## config.mk

```make
export PLATFORM = sky130hd
export DESIGN_NAME = cpu8_alu_and_load_execute_top
export DESIGN_NICKNAME = d
export VERILOG_FILES = /design/src/hdl/c8alu_pkg.sv /design/src/hdl/c8alu_exec.sv /design/src/hdl/cpu8_alu_and_load_execute_top.sv
export SDC_FILE = /design/constraint.sdc
export NUM_CORES = 1
export LEC_CHECK = 0
export ABC_AREA = 1
export ABC_CLOCK_PERIOD_IN_PS = 5800
export BUFFER_PORTS_ARGS = -buffer_cell sky130_fd_sc_hd__buf_2
export CAP_MARGIN = 15
export CORE_MARGIN = 8
export CORE_UTILIZATION = 30
export DETAILED_ROUTE_END_ITERATION = 8
export GPL_TIMING_DRIVEN = 0
export PLACE_DENSITY = 0.43
export SYNTH_ARGS = -nofsm -noshare
export SYNTH_HDL_FRONTEND = slang
export SYNTH_SLANG_ARGS = --single-unit
```

## constraint.sdc

```tcl
create_clock -name i_clk -period 5.8 [get_ports i_clk]
set_input_delay 0.58 -clock i_clk [delete_from_list [all_inputs] [get_ports i_clk]]
set_output_delay 0.58 -clock i_clk [all_outputs]
set_load 0.01 [all_outputs]
```

## src/hdl/c8alu_pkg.sv

```systemverilog
// Package for the 8-bit ALU and load execute block: register file and flag
// types, opcode field codes and the register slot helper. No dependencies.
package c8alu_pkg;

    localparam int unsigned NUM_REGS = 7;

    typedef logic [NUM_REGS-1:0][7:0] t_regfile;

    typedef struct packed {
        logic s;
        logic z;
        logic h;
        logic pv;
        logic n;
        logic c;
    } t_flags;

    // Memory side effect of one instruction
    typedef struct packed {
        logic       wr;
        logic [7:0] data;
    } t_mem_req;

    // Instruction classes (bits 7:6)
    localparam logic [1:0] CLS_MISC   = 2'b00;
    localparam logic [1:0] CLS_LOAD   = 2'b01;
    localparam logic [1:0] CLS_ALU    = 2'b10;
    localparam logic [1:0] CLS_UNUSED = 2'b11;

    // ALU operations (bits 5:3 of class ALU)
    localparam logic [2:0] ALU_ADD = 3'd0;
    localparam logic [2:0] ALU_SUB = 3'd2;
    localparam logic [2:0] ALU_AND = 3'd4;
    localparam logic [2:0] ALU_XOR = 3'd5;
    localparam logic [2:0] ALU_OR  = 3'd6;
    localparam logic [2:0] ALU_CP  = 3'd7;

    // Low field codes of class MISC
    localparam logic [2:0] MISC_INC = 3'd4;
    localparam logic [2:0] MISC_DEC = 3'd5;
    localparam logic [2:0] MISC_LDI = 3'd6;

    // Operand indexes and register slots
    localparam logic [2:0] IDX_MEM = 3'd6;
    localparam logic [2:0] IDX_A   = 3'd7;
    localparam logic [2:0] SLOT_A  = 3'd6;
    localparam logic [2:0] SLOT_H  = 3'd4;
    localparam logic [2:0] SLOT_L  = 3'd5;

    // Operand index to register file slot; A lives in the slot (HL) leaves free
    function automatic logic [2:0] slot_of(input logic [2:0] idx);
        slot_of = (idx == IDX_A) ? SLOT_A : idx;
    endfunction

endpackage

```

## src/hdl/c8alu_exec.sv

```systemverilog
// Combinational execute unit: decodes one instruction byte and works out the
// next register file, flags, halt request and memory write. Uses c8alu_pkg.
module c8alu_exec (
    input  logic [7:0]         i_opcode,
    input  logic [7:0]         i_immediate,
    input  logic [7:0]         i_mem_data,
    input  c8alu_pkg::t_regfile i_regs,
    input  c8alu_pkg::t_flags   i_flags,
    output c8alu_pkg::t_regfile o_regs,
    output c8alu_pkg::t_flags   o_flags,
    output logic               o_halt_set,
    output c8alu_pkg::t_mem_req o_mem
);
    import c8alu_pkg::*;

    logic [1:0] cls;
    logic [2:0] fy;
    logic [2:0] fz;
    logic [7:0] acc;
    logic [7:0] src;
    logic [7:0] dst_old;
    logic [8:0] sum;
    logic [4:0] hsum;
    logic [8:0] dif;
    logic [4:0] hdif;
    logic [7:0] inc_v;
    logic [7:0] dec_v;
    logic [7:0] logic_v;
    logic       wr_en;
    logic [2:0] wr_idx;
    logic [7:0] wr_val;

    assign cls     = i_opcode[7:6];
    assign fy      = i_opcode[5:3];
    assign fz      = i_opcode[2:0];
    assign acc     = i_regs[SLOT_A];
    assign src     = (fz == IDX_MEM) ? i_mem_data : i_regs[slot_of(fz)];
    assign dst_old = (fy == IDX_MEM) ? i_mem_data : i_regs[slot_of(fy)];
    assign sum     = {1'b0, acc} + {1'b0, src};
    assign hsum    = {1'b0, acc[3:0]} + {1'b0, src[3:0]};
    assign dif     = {1'b0, acc} - {1'b0, src};
    assign hdif    = {1'b0, acc[3:0]} - {1'b0, src[3:0]};
    assign inc_v   = dst_old + 8'd1;
    assign dec_v   = dst_old - 8'd1;

    always_comb begin
        o_regs     = i_regs;
        o_flags    = i_flags;
        o_halt_set = 1'b0;
        wr_en      = 1'b0;
        wr_idx     = fy;
        wr_val     = src;
        logic_v    = 8'd0;
        o_mem      = '0;

        unique case (cls)
            CLS_ALU: begin
                unique case (fy)
                    ALU_ADD: begin
                        o_regs[SLOT_A] = sum[7:0];
                        o_flags.s  = sum[7];
                        o_flags.z  = (sum[7:0] == 8'd0);
                        o_flags.h  = hsum[4];
                        o_flags.pv = (acc[7] == src[7]) && (sum[7] != acc[7]);
                        o_flags.n  = 1'b0;
                        o_flags.c  = sum[8];
                    end
                    ALU_SUB, ALU_CP: begin
                        if (fy == ALU_SUB) begin
                            o_regs[SLOT_A] = dif[7:0];
                        end
                        o_flags.s  = dif[7];
                        o_flags.z  = (dif[7:0] == 8'd0);
                        o_flags.h  = hdif[4];
                        o_flags.pv = (acc[7] != src[7]) && (dif[7] != acc[7]);
                        o_flags.n  = 1'b1;
                        o_flags.c  = dif[8];
                    end
                    ALU_AND, ALU_XOR, ALU_OR: begin
                        if (fy == ALU_AND) begin
                            logic_v = acc & src;
                        end else if (fy == ALU_XOR) begin
                            logic_v = acc ^ src;
                        end else begin
                            logic_v = acc | src;
                        end
                        o_regs[SLOT_A] = logic_v;
                        o_flags.s  = logic_v[7];
                        o_flags.z  = (logic_v == 8'd0);
                        o_flags.h  = (fy == ALU_AND);
                        o_flags.pv = ~^logic_v;
                        o_flags.n  = 1'b0;
                        o_flags.c  = 1'b0;
                    end
                    default: ; // ADC and SBC: no effect
                endcase
            end
            CLS_LOAD: begin
                if ((fy == IDX_MEM) && (fz == IDX_MEM)) begin
                    o_halt_set = 1'b1;
                end else begin
                    wr_en  = 1'b1;
                    wr_val = src;
                end
            end
            CLS_MISC: begin
                if (fz == MISC_LDI) begin
                    wr_en  = 1'b1;
                    wr_val = i_immediate;
                end else if (fz == MISC_INC) begin
                    wr_en      = 1'b1;
                    wr_val     = inc_v;
                    o_flags.s  = inc_v[7];
                    o_flags.z  = (inc_v == 8'd0);
                    o_flags.h  = (dst_old[3:0] == 4'hF);
                    o_flags.pv = (dst_old == 8'h7F);
                    o_flags.n  = 1'b0;
                end else if (fz == MISC_DEC) begin
                    wr_en      = 1'b1;
                    wr_val     = dec_v;
                    o_flags.s  = dec_v[7];
                    o_flags.z  = (dec_v == 8'd0);
                    o_flags.h  = (dst_old[3:0] == 4'h0);
                    o_flags.pv = (dst_old == 8'h80);
                    o_flags.n  = 1'b1;
                end
            end
            CLS_UNUSED: ;
            default: ;
        endcase

        // Write-back: index (HL) becomes a memory write request
        if (wr_en) begin
            if (wr_idx == IDX_MEM) begin
                o_mem.wr   = 1'b1;
                o_mem.data = wr_val;
            end else begin
                o_regs[slot_of(wr_idx)] = wr_val;
            end
        end
    end

endmodule

```

## src/hdl/cpu8_alu_and_load_execute_top.sv

```systemverilog
// Top level of the 8-bit ALU and load execute block.
// Depends on c8alu_pkg and c8alu_exec.
//
// Executes one instruction byte per request against an internal register file
// B, C, D, E, H, L, A and the flags S Z H P/V N C. Requests enter an input
// register; the execute stage reads that register together with the register
// file, runs the ALU, flag logic and write-back and loads the result register.
// One request is taken every cycle while the consumer does not stall. Both sides
// use valid/ready; while the result register is held by a stalled consumer, one
// further request can wait in the input register. Register and flag updates
// happen as a request passes from the input register to the result register,
// so each request sees the state left by the previous one. A write to (HL) is
// returned as a memory write request with address HL as it stood before the
// instruction; with no write, address and data read zero. HALT only sets a
// sticky status bit that reset alone clears. Unimplemented opcodes change
// nothing.
module cpu8_alu_and_load_execute_top (
    input  logic        i_clk,
    input  logic        i_rst_n,
    input  logic        i_in_valid,
    output logic        o_in_ready,
    input  logic [7:0]  i_opcode,
    input  logic [7:0]  i_immediate,
    input  logic [7:0]  i_memory_read_data,
    output logic        o_out_valid,
    input  logic        i_out_ready,
    output logic        o_mem_write,
    output logic [15:0] o_mem_address,
    output logic [7:0]  o_mem_write_data,
    output logic [7:0]  o_accumulator,
    output logic        o_sign_flag,
    output logic        o_zero_flag,
    output logic        o_half_carry_flag,
    output logic        o_parity_overflow_flag,
    output logic        o_subtract_flag,
    output logic        o_carry_flag,
    output logic        o_halted
);
    import c8alu_pkg::*;

    // Input register
    logic       r_in_valid;
    logic [7:0] r_opcode;
    logic [7:0] r_immediate;
    logic [7:0] r_mem_data;

    // Architectural state
    t_regfile r_regs;
    t_flags   r_flags;
    logic     r_halt;

    // Result register
    logic        r_out_valid;
    logic        r_mem_write;
    logic [15:0] r_mem_address;
    logic [7:0]  r_mem_write_data;
    logic [7:0]  r_accumulator;
    t_flags      r_out_flags;
    logic        r_halted;

    // Execute stage outputs
    t_regfile n_regs;
    t_flags   n_flags;
    logic     n_halt_set;
    t_mem_req n_mem;
    logic     n_halt;

    logic advance;
    logic take_in;

    // Execute when the result register is empty or being drained this cycle
    assign advance    = r_in_valid && (!r_out_valid || i_out_ready);
    assign o_in_ready = !r_in_valid || advance;
    assign take_in    = i_in_valid && o_in_ready;
    assign n_halt     = r_halt | n_halt_set;

    c8alu_exec u_exec (
        .i_opcode    (r_opcode),
        .i_immediate (r_immediate),
        .i_mem_data  (r_mem_data),
        .i_regs      (r_regs),
        .i_flags     (r_flags),
        .o_regs      (n_regs),
        .o_flags     (n_flags),
        .o_halt_set  (n_halt_set),
        .o_mem       (n_mem)
    );

    // Control and architectural state
    always_ff @(posedge i_clk) begin
        if (!i_rst_n) begin
            r_in_valid  <= 1'b0;
            r_out_valid <= 1'b0;
            r_regs      <= '0;
            r_flags     <= '0;
            r_halt      <= 1'b0;
        end else begin
            if (take_in) begin
                r_in_valid <= 1'b1;
            end else if (advance) begin
                r_in_valid <= 1'b0;
            end

            if (advance) begin
                r_out_valid <= 1'b1;
                r_regs      <= n_regs;
                r_flags     <= n_flags;
                r_halt      <= n_halt;
            end else if (i_out_ready) begin
                r_out_valid <= 1'b0;
            end
        end
    end

    // Payload registers
    always_ff @(posedge i_clk) begin
        if (take_in) begin
            r_opcode    <= i_opcode;
            r_immediate <= i_immediate;
            r_mem_data  <= i_memory_read_data;
        end
        if (advance) begin
            r_mem_write      <= n_mem.wr;
            r_mem_address    <= n_mem.wr ? {r_regs[SLOT_H], r_regs[SLOT_L]} : 16'd0;
            r_mem_write_data <= n_mem.data;
            r_accumulator    <= n_regs[SLOT_A];
            r_out_flags      <= n_flags;
            r_halted         <= n_halt;
        end
    end

    assign o_out_valid            = r_out_valid;
    assign o_mem_write            = r_mem_write;
    assign o_mem_address          = r_mem_address;
    assign o_mem_write_data       = r_mem_write_data;
    assign o_accumulator          = r_accumulator;
    assign o_sign_flag            = r_out_flags.s;
    assign o_zero_flag            = r_out_flags.z;
    assign o_half_carry_flag      = r_out_flags.h;
    assign o_parity_overflow_flag = r_out_flags.pv;
    assign o_subtract_flag        = r_out_flags.n;
    assign o_carry_flag           = r_out_flags.c;
    assign o_halted               = r_halted;

endmodule

```

==> flow_summary.html <==
<table>
<tr><th>Metric</th><th>Value</th></tr>
<tr><th colspan="2">Run status</th></tr>
<tr><td>Result of the run</td><td>finished clean</td></tr>
<tr><th colspan="2">Clock network</th></tr>
<tr><td>CTS hold repair buffers</td><td>0</td></tr>
<tr><td>Post CTS Setup Buffer Count</td><td>0</td></tr>
<tr><td>Master cell of the clock root buffer</td><td>sky130_fd_sc_hd__clkbuf_16</td></tr>
<tr><td>Clock buffer count from CTS</td><td>17</td></tr>
<tr><td>Clock insertion delay at the later pin of the skew report</td><td>0.43 ns</td></tr>
<tr><td>Clk sinks</td><td>129</td></tr>
<tr><td>Clock tree from TritonCTS</td><td>done</td></tr>
<tr><td>Clock H-tree levels</td><td>4</td></tr>
<tr><td>Clock transition at the registers of the reported paths</td><td>0.07 ns</td></tr>
<tr><td>Maximum buffer depth of the clock tree</td><td>2</td></tr>
<tr><td>Resize count post-CTS</td><td>0</td></tr>
<tr><th colspan="2">Detailed routing</th></tr>
<tr><td>Number of vias per cell after detailed routing</td><td>around 5.0</td></tr>
<tr><td>Avg WL per Cell</td><td>just over 20 µm</td></tr>
<tr><td>DRT iter0 DRCs</td><td>773</td></tr>
<tr><td>Final routed DRC violation total</td><td>0</td></tr>
<tr><td>Total Wirelength</td><td>33.8 mm</td></tr>
<tr><td>Pre-antenna DRT Iters</td><td>5</td></tr>
<tr><td>Total number of vias</td><td>8313</td></tr>
<tr><td>Final ANT Viol Nets</td><td>0</td></tr>
<tr><th colspan="2">Timing</th></tr>
<tr><td>Count of pins over their slew limit</td><td>0</td></tr>
<tr><td>TNS Setup</td><td>0 ns</td></tr>
<tr><td>Final period util</td><td>84.7%</td></tr>
<tr><td>RSZ-0062 raised after global routing</td><td>false</td></tr>
<tr><td>Maximum operating frequency</td><td>204 MHz</td></tr>
<tr><td>Time the worst path needs with I/O delays and setup</td><td>4.91 ns</td></tr>
<tr><td>Headroom to the max-slew limit</td><td>26.7%</td></tr>
<tr><td>Final Hold Fails</td><td>0</td></tr>
<tr><td>Worst-case clock skew</td><td>0.00961 ns</td></tr>
<tr><td>Worst Max-Slew Pin Slew</td><td>1.10 ns</td></tr>
<tr><td>Total setup violations reported at the end of the flow</td><td>0</td></tr>
<tr><th colspan="2">Global routing</th></tr>
<tr><td>Via count of the first global-routing pass</td><td>8071</td></tr>
<tr><td>Global-route usage over all layers</td><td>20.2%</td></tr>
<tr><td>Met3 Usage GRT</td><td>4.16%</td></tr>
<tr><td>Maximum number of pins on one net before global-route repair</td><td>34</td></tr>
<tr><td>Global routing usage on met1</td><td>between 20% and 30%</td></tr>
<tr><td>Antenna violations before repair</td><td>1</td></tr>
<tr><td>Final global-route overflow total</td><td>0</td></tr>
<tr><td>Most used routing layer</td><td>met2</td></tr>
<tr><td>Met2 layer usage reported by global route</td><td>31.4%</td></tr>
<tr><td>First-pass GRT wire length</td><td>50.6 mm</td></tr>
<tr><th colspan="2">Cells and area</th></tr>
<tr><td>Post-layout nets</td><td>1323</td></tr>
<tr><td>Most frequent cells in the layout</td><td>209 x sky130_fd_sc_hd__nand2_1, 196 x sky130_fd_sc_hd__inv_1, 114 x sky130_fd_sc_hd__o21ai_0, 114 x sky130_fd_sc_hd__a21oi_1, 105 x sky130_fd_sc_hd__nor2_1</td></tr>
<tr><td>Number of inserted diodes</td><td>0</td></tr>
<tr><td>Most common cell after layout, fill and taps aside</td><td>sky130_fd_sc_hd__nand2_1</td></tr>
<tr><td>Util after Layout</td><td>35.5%</td></tr>
<tr><td>Non-filler instance count after layout</td><td>1654</td></tr>
<tr><td>Fraction of final layout cells sized beyond drive strength 1</td><td>12.6%</td></tr>
<tr><td>Layout overhead on the synthesized area</td><td>17.1%</td></tr>
<tr><td>Number of filler instances in the final layout</td><td>between 3000 and 4000</td></tr>
<tr><td>Summed area of non-filler cells in the final layout</td><td>a little under 10000 µm²</td></tr>
<tr><th colspan="2">Synthesis</th></tr>
<tr><td>Post-Synthesis Cell Area</td><td>between 8000 and 9000 µm²</td></tr>
<tr><td>Synthesized instance count</td><td>1175</td></tr>
<tr><td>Biggest area contributors in the synthesized netlist</td><td>sky130_fd_sc_hd__edfxtp_1 23%, sky130_fd_sc_hd__dfxtp_1 16%, sky130_fd_sc_hd__nand2_1 9.4%, sky130_fd_sc_hd__inv_1 8.8%, sky130_fd_sc_hd__a21oi_1 6.8%</td></tr>
<tr><td>Portion of the post-synthesis area used by sequential elements</td><td>38.5%</td></tr>
<tr><td>Top cell type's share of synthesized area</td><td>23.0%</td></tr>
<tr><td>Post-Synthesis Net Count</td><td>1235</td></tr>
<tr><td>Number of flops mapped to enable cells by yosys</td><td>64</td></tr>
<tr><td>Share of synthesized flip-flops with an asynchronous set or reset</td><td>0%</td></tr>
<tr><td>Cell taking the most area after synthesis</td><td>sky130_fd_sc_hd__edfxtp_1</td></tr>
<tr><td>Post-Syn Area per Cell</td><td>approximately 7.1 µm²</td></tr>
<tr><td>Count of state elements after synthesis</td><td>129</td></tr>
<tr><td>Number of distinct library cell variants in the gate-level netlist after synthesis</td><td>52</td></tr>
<tr><td>Yosys warnings</td><td>0</td></tr>
<tr><td>Most common flop cell mapped by yosys</td><td>sky130_fd_sc_hd__dfxtp_1</td></tr>
<tr><th colspan="2">Power</th></tr>
<tr><td>Part of the total power dissipated in combinational logic</td><td>21.8%</td></tr>
<tr><td>Power consumption</td><td>around 2.8 mW</td></tr>
<tr><td>Total net switching power</td><td>946 µW</td></tr>
<tr><td>Power density cells</td><td>282 nW/µm²</td></tr>
<tr><td>Leakage</td><td>4.49 nW</td></tr>
<tr><td>Sequential share of power</td><td>37.0%</td></tr>
<tr><td>Peak supply drop</td><td>approximately 0.18 mV</td></tr>
<tr><td>Proportion of power drawn by the clock network</td><td>41.2%</td></tr>
<tr><td>Design internal power</td><td>about 1.8 mW</td></tr>
<tr><td>Switching share of power</td><td>34.3%</td></tr>
<tr><th colspan="2">Place</th></tr>
<tr><td>Half-perimeter wire length of the detailed placement result</td><td>26.2 mm</td></tr>
<tr><td>Placement-stage cell area</td><td>9200 µm²</td></tr>
<tr><td>GPL Wtd Cong</td><td>0.957</td></tr>
<tr><td>Number of input and output port buffers inserted</td><td>68</td></tr>
<tr><td>Number of cells in the design after placement</td><td>1622</td></tr>
<tr><th colspan="2">Floorplan</th></tr>
<tr><td>Total core area</td><td>27600 µm²</td></tr>
<tr><td>Die outline height</td><td>about 180 µm</td></tr>
<tr><td>Die area</td><td>33500 µm²</td></tr>
<tr><td># IOs</td><td>70</td></tr>
<tr><td>Initial core utilization</td><td>30.3%</td></tr>
<tr><td>Die span in x</td><td>183 µm</td></tr>
<tr><td>Placement Rows</td><td>between 60 and 70</td></tr>
<tr><th colspan="2">Min path</th></tr>
<tr><td>Depth of the worst hold-timing path</td><td>1</td></tr>
<tr><td>Type of the tightest min-delay check</td><td>input port to flip-flop</td></tr>
<tr><th colspan="2">Worst setup path</th></tr>
<tr><td>Arrival time of the worst setup path</td><td>5.24 ns</td></tr>
<tr><td>Required time of the critical path</td><td>between 6 and 7 ns</td></tr>
<tr><td>Launching element type of the critical path</td><td>flip-flop</td></tr>
<tr><td>Worst Path Max Fanout</td><td>10</td></tr>
<tr><td>Depth of the most critical reg-to-reg path</td><td>25</td></tr>
<tr><td>Worst setup path class</td><td>flip-flop to flip-flop</td></tr>
<tr><td>Endpoint kind of the worst setup timing path</td><td>flip-flop</td></tr>
<tr><th colspan="2">Flow run</th></tr>
<tr><td>Max-cap check violation count</td><td>0</td></tr>
</table>
## logic make-up (layout without fill, tap and decap cells)
group | Yosys count | after routing | synth area share, %
and+or+nand+nor | 440 | 440 | 22.6
AOI/OAI and AO/OA | 306 | 306 | 20.2
buffers and inverters | 254 | 355 | 12.2
xor gates and xnor gates | 14 | 14 | 1.47
DFF | 129 | 129 | 38.5
adders and majority gates | 32 | 32 | 4.88
## power by group through the flow
| stage | sequential [mW] | combinational, mW | clock [mW] |
|---|---|---|---|
| finish | 1.02 | 0.602 | 1.14 |
| global route | 1.03 | 0.659 | 1.19 |
| CTS | 1.02 | 0.591 | 1.16 |
| detailed placement | 1.04 | 0.589 | 0 |
| global placement | 1.04 | 0.588 | 0 |
| floorplan | 1.04 | 0.375 | 0 |
## cells in the mapped netlist, types with 10 or more instances
library cell and instances:
sky130_fd_sc_hd__nand2_1 209, sky130_fd_sc_hd__inv_1 196, sky130_fd_sc_hd__a21oi_1 114, sky130_fd_sc_hd__o21ai_0 114
sky130_fd_sc_hd__nor2_1 105, sky130_fd_sc_hd__nand3_1 84, sky130_fd_sc_hd__dfxtp_1 65, sky130_fd_sc_hd__edfxtp_1 64
sky130_fd_sc_hd__ha_1 31, sky130_fd_sc_hd__o21ai_1 25, sky130_fd_sc_hd__clkbuf_1 18, sky130_fd_sc_hd__nand4_1 14
sky130_fd_sc_hd__inv_2 10, sky130_fd_sc_hd__xor2_1 10
## area by class of cell
type | instances | area (µm²) | share of cell area [%]
sequential | 129 | 3220 | 32.9
clock buffer | 17 | 425 | 4.34
tap | 378 | 473 | 4.83
multi-input combinational | 792 | 4120 | 42.0
inverter | 213 | 802 | 8.19
clock inverter | 15 | 174 | 1.78
timing repair buffer | 69 | 360 | 3.68
buffer | 41 | 223 | 2.27
## through the flow
stage | setup WS (ns) | hold slack, ns
floorplan | 2.32 | 0.445
finish | 0.888 | 0.319
global placement | 1.02 | 0.465
detailed placement | 1.06 | 0.467
global route | 0.523 | 0.304
CTS | 1.04 | 0.307
## worst paths after layout
kind | startpoint | slack (ns) | to
max reg2reg | r_opcode[1]$_DFFE_PP_ | 0.89 | r_flags[5]$_SDFFE_PN0P_
min | i_memory_read_data[1] | 0.32 | r_mem_data[1]$_DFFE_PP_
min reg2reg | r_halt$_SDFFE_PN0P_ | 0.48 | r_halt$_SDFFE_PN0P_
max | r_opcode[1]$_DFFE_PP_ | 0.89 | r_flags[5]$_SDFFE_PN0P_
## per-layer routing
layer	share of wire, %	vias to the layer above	wire (µm)
met2	44	282	14800
li1	-	4060	-
met1	47	3910	15800
met5	0	-	0
met3	5.8	61	1960
met4	3.5	0	1180
## worst max-delay path, cell delays in order, from the launching register on
cell	delay, ns
sky130_fd_sc_hd__edfxtp_1	0.50
sky130_fd_sc_hd__nand2_1	0.21
sky130_fd_sc_hd__nand2_1	0.11
sky130_fd_sc_hd__buf_4	0.20
sky130_fd_sc_hd__buf_2	0.20
sky130_fd_sc_hd__o21ai_0	0.17
sky130_fd_sc_hd__o21ai_1	0.10
sky130_fd_sc_hd__nand2_1	0.11
sky130_fd_sc_hd__o221ai_1	0.30
sky130_fd_sc_hd__nand2_1	0.15
sky130_fd_sc_hd__o21ai_0	0.32
sky130_fd_sc_hd__ha_1	0.41
sky130_fd_sc_hd__clkbuf_1	0.34
sky130_fd_sc_hd__inv_1	0.16
sky130_fd_sc_hd__o21ai_0	0.21
sky130_fd_sc_hd__nand2_1	0.08
sky130_fd_sc_hd__o2111ai_1	0.17
sky130_fd_sc_hd__xor2_1	0.14
sky130_fd_sc_hd__nand2_1	0.07
sky130_fd_sc_hd__o21ai_0	0.19
sky130_fd_sc_hd__nor2_1	0.14
sky130_fd_sc_hd__o21ai_0	0.15
sky130_fd_sc_hd__nand2_1	0.11
sky130_fd_sc_hd__nand2_1	0.09
sky130_fd_sc_hd__o21ai_1	0.14
sky130_fd_sc_hd__inv_1	0.05
Power figures use the tool's default switching activity.
